## src/rtl/core/ries_pkg.sv

```systemverilog
// Shared constants and field widths for the random interval expression scheduler.
`default_nettype none

package ries_pkg;

  localparam int NUM_EXPRESSIONS = 22;

  localparam int TIME_W = 32;
  localparam int DUR_W  = 24;
  localparam int SPAN_W = DUR_W + 1;
  localparam int RAND_W = 31;
  localparam int CMD_W  = 5;
  localparam int CNT_W  = $clog2(RAND_W);

  localparam int IN_W   = 96;
  localparam int OUT_W  = 8;
  localparam int CFG_IDX_W = 3;

  localparam logic [CFG_IDX_W-1:0] REG_ENABLE       = 3'd0;
  localparam logic [CFG_IDX_W-1:0] REG_EXPR_MIN     = 3'd1;
  localparam logic [CFG_IDX_W-1:0] REG_EXPR_MAX     = 3'd2;
  localparam logic [CFG_IDX_W-1:0] REG_NEUTRAL_MIN  = 3'd3;
  localparam logic [CFG_IDX_W-1:0] REG_NEUTRAL_MAX  = 3'd4;

  localparam logic [CMD_W-1:0] NO_PICK   = 5'd31;
  localparam logic [CMD_W-1:0] CMD_NEUTRAL = 5'd0;
  localparam logic [CMD_W-1:0] LAST_IDX  = CMD_W'(NUM_EXPRESSIONS - 1);

endpackage

`default_nettype wire

```

## src/rtl/core/random_interval_expression_scheduler_unit.sv

```systemverilog
// Top level of the random interval expression scheduler with a bit-serial remainder unit.
//
// Usage: one input word per millisecond tick arrives on the s_ channel; every accepted
// word yields exactly one result word on the m_ channel (emit flag and command).
// The configuration port writes the enable bit and the four phase limits; any write
// of the enable register returns the schedule to its armed-again reset state.
// Configuration must be written by the user only while the block is idle; not enforced.
// Steps: a tick that issues nothing (disabled, held, or not yet due) goes from ST_CHECK
// straight to ST_DONE. A tick that draws a duration passes ST_CHECK, ST_SPAN, ST_DIV,
// ST_ADD, ST_FINISH and ST_DONE; in ST_DIV the remainder of the random word by the span
// (and of the pick word by the number of expressions) is formed one bit per cycle over
// all 31 bits in a shift-subtract loop. One item is in flight at a time: s_tready is
// high only in ST_IDLE, so the next word is taken only after the result is written.
// The result sits in an output register; while the receiver stalls it holds there,
// s_tready stays low until the next result has been written, and nothing is lost.
// Reset (synchronous, active high) clears the configuration registers and the output
// register, disables the scheduler and sets the schedule to need arming with no
// previous pick.
`default_nettype none

module random_interval_expression_scheduler_unit (
  input  wire logic                            clk,
  input  wire logic                            rst,
  input  wire logic                            s_tvalid,
  output logic                                 s_tready,
  // now_time[31:0], reacting_hold[32], training_hold[33], rand_first[64:34],
  // rand_second[95:65]
  input  wire logic [ries_pkg::IN_W-1:0]       s_tdata,
  output logic                                 m_tvalid,
  input  wire logic                            m_tready,
  // emit[0], command[5:1], zero fill[7:6]
  output logic [ries_pkg::OUT_W-1:0]           m_tdata,
  input  wire logic                            cfg_we,
  input  wire logic [ries_pkg::CFG_IDX_W-1:0]  cfg_index,
  input  wire logic [ries_pkg::DUR_W-1:0]      cfg_data
);

  typedef enum logic [2:0] {
    ST_IDLE, ST_CHECK, ST_SPAN, ST_DIV, ST_ADD, ST_FINISH, ST_DONE
  } state_t;

  typedef enum logic [1:0] {
    MODE_ARM, MODE_NEUTRAL, MODE_EXPR
  } mode_t;

  state_t state;
  mode_t  mode;

  logic                             enable;
  logic [ries_pkg::DUR_W-1:0]       expr_min_time;
  logic [ries_pkg::DUR_W-1:0]       expr_max_time;
  logic [ries_pkg::DUR_W-1:0]       neutral_min_time;
  logic [ries_pkg::DUR_W-1:0]       neutral_max_time;

  logic                             needs_arming;
  logic                             in_expression;
  logic [ries_pkg::TIME_W-1:0]      due_time;
  logic [ries_pkg::CMD_W-1:0]       last_pick;

  logic [ries_pkg::TIME_W-1:0]      now_time;
  logic                             held;
  logic [ries_pkg::RAND_W-1:0]      rand_first;
  logic [ries_pkg::RAND_W-1:0]      rand_second;

  logic [ries_pkg::DUR_W-1:0]       lo;
  logic [ries_pkg::DUR_W-1:0]       hi;
  logic [ries_pkg::SPAN_W-1:0]      span;
  logic [ries_pkg::RAND_W-1:0]      dividend;
  logic [ries_pkg::DUR_W-1:0]       rem;
  logic [ries_pkg::RAND_W-1:0]      pick_sh;
  logic [ries_pkg::CMD_W-1:0]       pick_rem;
  logic [ries_pkg::CNT_W-1:0]       count;
  logic [ries_pkg::SPAN_W-1:0]      offset;
  logic                             res_emit;
  logic [ries_pkg::CMD_W-1:0]       res_cmd;

  logic [ries_pkg::SPAN_W-1:0]      trial;
  logic [ries_pkg::DUR_W-1:0]       rem_next;
  logic [ries_pkg::CMD_W:0]         ptrial;
  logic [ries_pkg::CMD_W-1:0]       pick_rem_next;
  logic [ries_pkg::CMD_W-1:0]       pick;
  logic [ries_pkg::DUR_W-1:0]       top;
  logic                             not_due;

  assign s_tready = (state == ST_IDLE);

  always_comb begin
    trial = {rem, dividend[ries_pkg::RAND_W-1]};
    if (trial >= span) begin
      rem_next = ries_pkg::DUR_W'(trial - span);
    end else begin
      rem_next = trial[ries_pkg::DUR_W-1:0];
    end
    ptrial = {pick_rem, pick_sh[ries_pkg::RAND_W-1]};
    if (ptrial >= (ries_pkg::CMD_W+1)'(ries_pkg::NUM_EXPRESSIONS)) begin
      pick_rem_next = ries_pkg::CMD_W'(ptrial - (ries_pkg::CMD_W+1)'(ries_pkg::NUM_EXPRESSIONS));
    end else begin
      pick_rem_next = ptrial[ries_pkg::CMD_W-1:0];
    end
    if (pick_rem == last_pick) begin
      pick = (pick_rem == ries_pkg::LAST_IDX) ? '0 : pick_rem + 1'b1;
    end else begin
      pick = pick_rem;
    end
    top = (hi < lo) ? lo : hi;
    not_due = (due_time != '0) && (now_time < due_time);
  end

  always_ff @(posedge clk) begin
    if (rst) begin
      state            <= ST_IDLE;
      mode             <= MODE_ARM;
      m_tvalid         <= 1'b0;
      m_tdata          <= '0;
      enable           <= 1'b0;
      expr_min_time    <= '0;
      expr_max_time    <= '0;
      neutral_min_time <= '0;
      neutral_max_time <= '0;
      needs_arming     <= 1'b1;
      in_expression    <= 1'b0;
      due_time         <= '0;
      last_pick        <= ries_pkg::NO_PICK;
    end else begin
      if (m_tready && (state != ST_DONE)) begin
        m_tvalid <= 1'b0;
      end
      case (state)
        ST_IDLE: begin
          if (s_tvalid) begin
            now_time    <= s_tdata[31:0];
            held        <= s_tdata[32] | s_tdata[33];
            rand_first  <= s_tdata[64:34];
            rand_second <= s_tdata[95:65];
            state       <= ST_CHECK;
          end
        end
        ST_CHECK: begin
          res_emit <= 1'b0;
          res_cmd  <= ries_pkg::CMD_NEUTRAL;
          lo       <= neutral_min_time;
          hi       <= neutral_max_time;
          dividend <= rand_first;
          if (!enable || held) begin
            state <= ST_DONE;
          end else if (needs_arming) begin
            mode  <= MODE_ARM;
            state <= ST_SPAN;
          end else if (not_due) begin
            state <= ST_DONE;
          end else if (in_expression) begin
            mode  <= MODE_NEUTRAL;
            state <= ST_SPAN;
          end else begin
            mode     <= MODE_EXPR;
            lo       <= expr_min_time;
            hi       <= expr_max_time;
            dividend <= rand_second;
            state    <= ST_SPAN;
          end
        end
        ST_SPAN: begin
          span     <= {1'b0, top} - {1'b0, lo} + 1'b1;
          rem      <= '0;
          pick_rem <= '0;
          pick_sh  <= rand_first;
          count    <= '0;
          state    <= ST_DIV;
        end
        ST_DIV: begin
          rem      <= rem_next;
          pick_rem <= pick_rem_next;
          dividend <= {dividend[ries_pkg::RAND_W-2:0], 1'b0};
          pick_sh  <= {pick_sh[ries_pkg::RAND_W-2:0], 1'b0};
          count    <= count + 1'b1;
          if (count == ries_pkg::CNT_W'(ries_pkg::RAND_W - 1)) begin
            state <= ST_ADD;
          end
        end
        ST_ADD: begin
          offset <= {1'b0, lo} + {1'b0, rem};
          state  <= ST_FINISH;
        end
        ST_FINISH: begin
          due_time <= now_time + ries_pkg::TIME_W'(offset);
          case (mode)
            MODE_ARM: begin
              needs_arming  <= 1'b0;
              in_expression <= 1'b0;
            end
            MODE_NEUTRAL: begin
              in_expression <= 1'b0;
              res_emit      <= 1'b1;
            end
            MODE_EXPR: begin
              last_pick     <= pick;
              in_expression <= 1'b1;
              res_emit      <= 1'b1;
              res_cmd       <= pick + 1'b1;
            end
            default: begin
            end
          endcase
          state <= ST_DONE;
        end
        ST_DONE: begin
          if (!m_tvalid || m_tready) begin
            m_tvalid <= 1'b1;
            m_tdata  <= {2'b00, res_cmd, res_emit};
            state    <= ST_IDLE;
          end
        end
        default: begin
          state <= ST_IDLE;
        end
      endcase
      if (cfg_we) begin
        case (cfg_index)
          ries_pkg::REG_ENABLE: begin
            enable        <= cfg_data[0];
            needs_arming  <= 1'b1;
            in_expression <= 1'b0;
            due_time      <= '0;
            last_pick     <= ries_pkg::NO_PICK;
          end
          ries_pkg::REG_EXPR_MIN:    expr_min_time    <= cfg_data;
          ries_pkg::REG_EXPR_MAX:    expr_max_time    <= cfg_data;
          ries_pkg::REG_NEUTRAL_MIN: neutral_min_time <= cfg_data;
          ries_pkg::REG_NEUTRAL_MAX: neutral_max_time <= cfg_data;
          default: begin
          end
        endcase
      end
    end
  end

endmodule

`default_nettype wire

```

## config.mk

```make
export PLATFORM = sky130hd
export DESIGN_NAME = random_interval_expression_scheduler_unit
export DESIGN_NICKNAME = d
export VERILOG_FILES = /design/src/rtl/core/ries_pkg.sv /design/src/rtl/core/random_interval_expression_scheduler_unit.sv
export SDC_FILE = /design/constraint.sdc
export NUM_CORES = 1
export LEC_CHECK = 0
export CAP_MARGIN = 20
export CORE_MARGIN = 10
export CORE_UTILIZATION = 64
export DETAILED_ROUTE_END_ITERATION = 6
export DONT_BUFFER_PORTS = 1
export PLACE_DENSITY = 0.82
export REMOVE_ABC_BUFFERS = 1
export SLEW_MARGIN = 40
export SYNTH_ARGS = -nofsm -noshare
export SYNTH_HDL_FRONTEND = slang
export SYNTH_SLANG_ARGS = --single-unit
```

## constraint.sdc

```tcl
create_clock -name clk -period 10.2 [get_ports clk]
set_input_delay 2.04 -clock clk [delete_from_list [all_inputs] [get_ports clk]]
set_output_delay 2.04 -clock clk [all_outputs]
set_load 0.01 [all_outputs]
```

==> flow_summary.toml <==
[critical_path]
r2r_cells = 23
cp_top_family = "compound AO/OA/AOI/OAI gates"
worstPathBufferInverterCount = 2
crit_arrival_ns = 6.41
required_ns = 10.53
r2r_start = "lo[1]"
r2r-end = "span[23]"
startpoint_type = "flip-flop"
cp_max_fo = 24
endpoint_kind = "flip-flop"
path_cells = "inv_1, ha_1, o21ai_1, a21boi_0, o21ai_1, a21oi_1, o41ai_1, a2111oi_2, a2111oi_4, buf_4, mux2_2, ha_1, ha_1, fa_1, a21oi_1, nor2b_1, o31a_1, o41ai_4, nor2_1, o32ai_1, o2111ai_1, a21oi_1, xnor2_1"
max_stage_delay_ns = 0.53
critPathKind = "reg2reg"
crit_slowest_cell = "o41ai_1"
reg2reg_setup_slack_ns = 4.12
endpoint = "span[23]"
cp-startpoint = "lo[1]"
critical_path_cell_count = 23

[run]
maxCapViolations = 0

[grt]
antenna_found_initial = 3
grt_overflow = 0
grt_pass1_vias = 15900
grt_usage_pct = 22.3
grt_pass1_wl_mm = 80.8
grt_max_degree = 117

[final_layout]
drive_gt1_share_pct = 8.67
area_growth_pct = 7.96
final_nets = 2538
multiInputGateArea_um2 = 10700
regArea_um2 = 11800
fill_cells = 2515

[route]
drt-met1-wl_mm = 21.8
dr_wl_met2_mm = 24.4
drc = 0
drt-wirelength-per-cell_um = 18.4
drtAntennaViolNets = 0
viasPerCell = 5.92
wirelength_mm = 50.0
dr_total_vias = 16100
drt_iter0_markers = 1361
routed-wl-met3_mm = 3.00
highest_layer = "met4"
dr.pass1.iters = 6

[power_and_ir_drop]
clkPwrFrac_pct = 38.4
power_leakage_nw = 9.91
switching_share_pct = 25.3
internal_power_mw = 3.19
switchingPower_mw = 1.08
p_total_mw = 4.27
pwr-share-seq_pct = 48.5
p_per_area_nw_per_um2 = 169
max-vdd-ir-drop_mv = 0.205
combPwrFrac_pct = 13.1

[clock_tree]
cts_resized = 0
clock-sinks = 443
cts_hold_buf = 0
clk_latency_ns = 0.61
cts_tree = "built"
clk_pin_slew_ns = 0.06
h-tree-depth = 2
cts_buffers = 46
cts-root-buf = "clkbuf_16"
cts_setup_buffers = 0
cts_buffer_depth = 3

[synth]
synth-simple-area-share_pct = 12.9
async_reset_ff_share_pct = 0
synth-seq-cells = 443
synth_fa_ha_area_share_pct = 10.1
synth_xor_area_share_pct = 3.63
synth-main-ff-cell = "edfxtp_1"
synth_top_family_by_area = "simple AND/OR/NAND/NOR gates"
yosysUniqueCellTypes = 85
avgSynthCellArea_um2 = 10.4
synth_edf_count = 295
synth-compound-area-share_pct = 12.8
synth_mux_area_share_pct = 6.13
seq_area_frac_synth_pct = 50.6
syn-instance-count = 2246
yosys_warnings = 0
syn_area_um2 = 23400

[timing]
fmax_ghz = 0.165
fin_worst_skew_ns = 0.0365
drv_slew = 0
tightestPinTransition_ns = 0.840
slew_headroom_pct = 44.0
min_period_over_period_pct = 59.6
rsz0062_at_grt = "no"
fin_crit_ns = 6.08
finalHoldViolCount = 0
setup_viol = 0
fin_setup_tns_ns = 0

[place]
place_congestion = 0.911
hpwl_mm = 34.8
port_buffers = 0

[floorplanning]
initial_core_util_pct = 65.3
io_pins = 138
dieArea_um2 = 44600
num_rows = 69
core_area_um2 = 35800
die_h_um = 211
die_w_um = 211

[outcome]
outcome = "finished clean"

[min_path]
hold_path.class = "reg2reg"
-- per-layer routing --
metal | vias up | global-route usage, %
li1 | 7966 | -
met1 | 7638 | 29.2
met2 | 448 | 37.2
met3 | 67 | 3.92
met4 | 0 | 6.29
met5 | - | 0
-- cell type report --
type,instances,area share [%]
tap,461,2.29
clock buffer,68,5.10
inverter,123,1.83
antenna,3,0.0297
clock inverter,17,0.833
multi-input combinational,1593,42.6
sequential,443,46.8
timing repair buffer,16,0.535
-- worst register-to-register path, stage by stage, from the launching register on --
cell and delay (ns):
edfxtp_1 0.44, inv_1 0.13, ha_1 0.23, o21ai_1 0.07, a21boi_0 0.10, o21ai_1 0.13
a21oi_1 0.07, o41ai_1 0.53, a2111oi_2 0.19, a2111oi_4 0.30, buf_4 0.40, mux2_2 0.41
ha_1 0.19, ha_1 0.22, fa_1 0.43, a21oi_1 0.15, nor2b_1 0.08, o31a_1 0.29
o41ai_4 0.33, nor2_1 0.09, o32ai_1 0.53, o2111ai_1 0.20, a21oi_1 0.22, xnor2_1 0.09
-- cells in the final DEF, fill, tap and decap left out, types with 6 or more instances in the layout --
| master | instances |
|---|---|
| a211oi_1 | 11 |
| a21o_1 | 47 |
| a21oi_1 | 222 |
| a31oi_1 | 6 |
| and2_1 | 7 |
| and3_1 | 8 |
| buf_4 | 13 |
| clkbuf_1 | 16 |
| clkbuf_16 | 46 |
| clkinv_2 | 6 |
| dfxtp_1 | 148 |
| edfxtp_1 | 295 |
| ha_1 | 183 |
| inv_1 | 122 |
| mux2_1 | 8 |
| mux2_2 | 54 |
| mux2_4 | 9 |
| mux2i_1 | 60 |
| nand2_1 | 413 |
| nand2b_1 | 15 |
| nand3_1 | 31 |
| nand4_1 | 23 |
| nor2_1 | 101 |
| nor2b_1 | 17 |
| nor3_1 | 17 |
| nor4_1 | 13 |
| o211ai_1 | 13 |
| o21a_1 | 8 |
| o21ai_0 | 94 |
| o21ai_1 | 6 |
| o21bai_1 | 12 |
| or2_2 | 8 |
| xnor2_1 | 63 |
| xor2_1 | 34 |
-- state kept, by name, summed over array words and instances (netlist names), 24 cells and up --
register          flops
lo                   24
offset               25
now_time             32
neutral_min_time     24
dividend             31
pick_sh              31
rand_first           31
rem                  24
expr_max_time        24
due_time             32
hi                   24
expr_min_time        24
neutral_max_time     24
span                 25
rand_second          31
-- logic make-up (layout without fill, tap and decap cells) --
logic type	after synthesis	count (layout)
mux	131	131
compound gates	485	485
xor+xnor	97	97
buf+inv	211	224
other cells	1	5
flops	443	443
simple gates	691	691
fa+ha+maj	187	187
-- worst min path at each step --
stage,cells past startpoint,to,slack (ns),start
after detailed placement,2,neutral_min_time[11],0.44,neutral_min_time[11]
after global placement,2,neutral_max_time[0],0.43,neutral_max_time[0]
final,2,expr_max_time[3],0.45,expr_max_time[3]
after global routing,2,expr_min_time[3],0.47,expr_min_time[3]
after CTS,2,neutral_min_time[11],0.45,neutral_min_time[11]
after floorplan,2,expr_min_time[1],0.43,expr_min_time[1]
-- Yosys cell counts (all sizes together) (4+ instances only) --
library cell    n  share of area (%)
inv           123                2.0
o2111ai         4               0.18
o21ai         101                2.2
clkbuf         67                1.1
o21bai         12               0.39
mux2i          60                2.6
nand3b          4               0.13
a31oi           6               0.16
fa              4               0.34
nand4          23               0.62
nor2b          18               0.48
a21oi         227                4.9
buf            21               0.75
xnor2          63                2.4
and3           11               0.29
or2             8               0.21
nor2          104                1.7
a2111oi         5               0.32
ha            183                9.8
nor4           13               0.35
nand2         413                6.6
and2            7               0.19
a211oi         12               0.41
o31ai           6               0.21
o21a            8               0.26
or4             4               0.13
a21boi          5               0.16
a311oi          4               0.15
nor3           20               0.45
mux2           71                3.6
nand2b         15               0.40
edfxtp        295                 38
xor2           34                1.3
o211ai         15               0.52
dfxtp         148                 13
a21o           47                1.5
nand3          33               0.71
or3             4               0.13
-- power groups by stage --
stage / Combinational, mW / Clock, mW / Sequential, mW
after global placement: 0.530 / 0 / 2.10
after detailed placement: 0.550 / 0 / 2.11
after global routing: 0.628 / 1.74 / 2.08
after CTS: 0.556 / 1.67 / 2.07
final: 0.559 / 1.64 / 2.07
after floorplan: 0.438 / 0 / 2.09
-- metrics by stage --
| stage | hold WS [ns] | cells | instance area (um2) | setup WS (ns) | util [%] |
|---|---|---|---|---|---|
| detailed placement | 0.438 | 2636 | 23700 | 4.10 | 66.2 |
| floorplan | 0.426 | 2159 | 23000 | 1.90 | - |
| global route | 0.468 | 2724 | 25200 | 3.76 | 70.5 |
| finish | 0.450 | 2724 | 25200 | 4.12 | 70.5 |
| global placement | 0.432 | 2634 | 23700 | 4.36 | 66.1 |
| CTS | 0.446 | 2721 | 25200 | 4.08 | 70.4 |
Note: power is estimated with default switching activity, not from simulation.
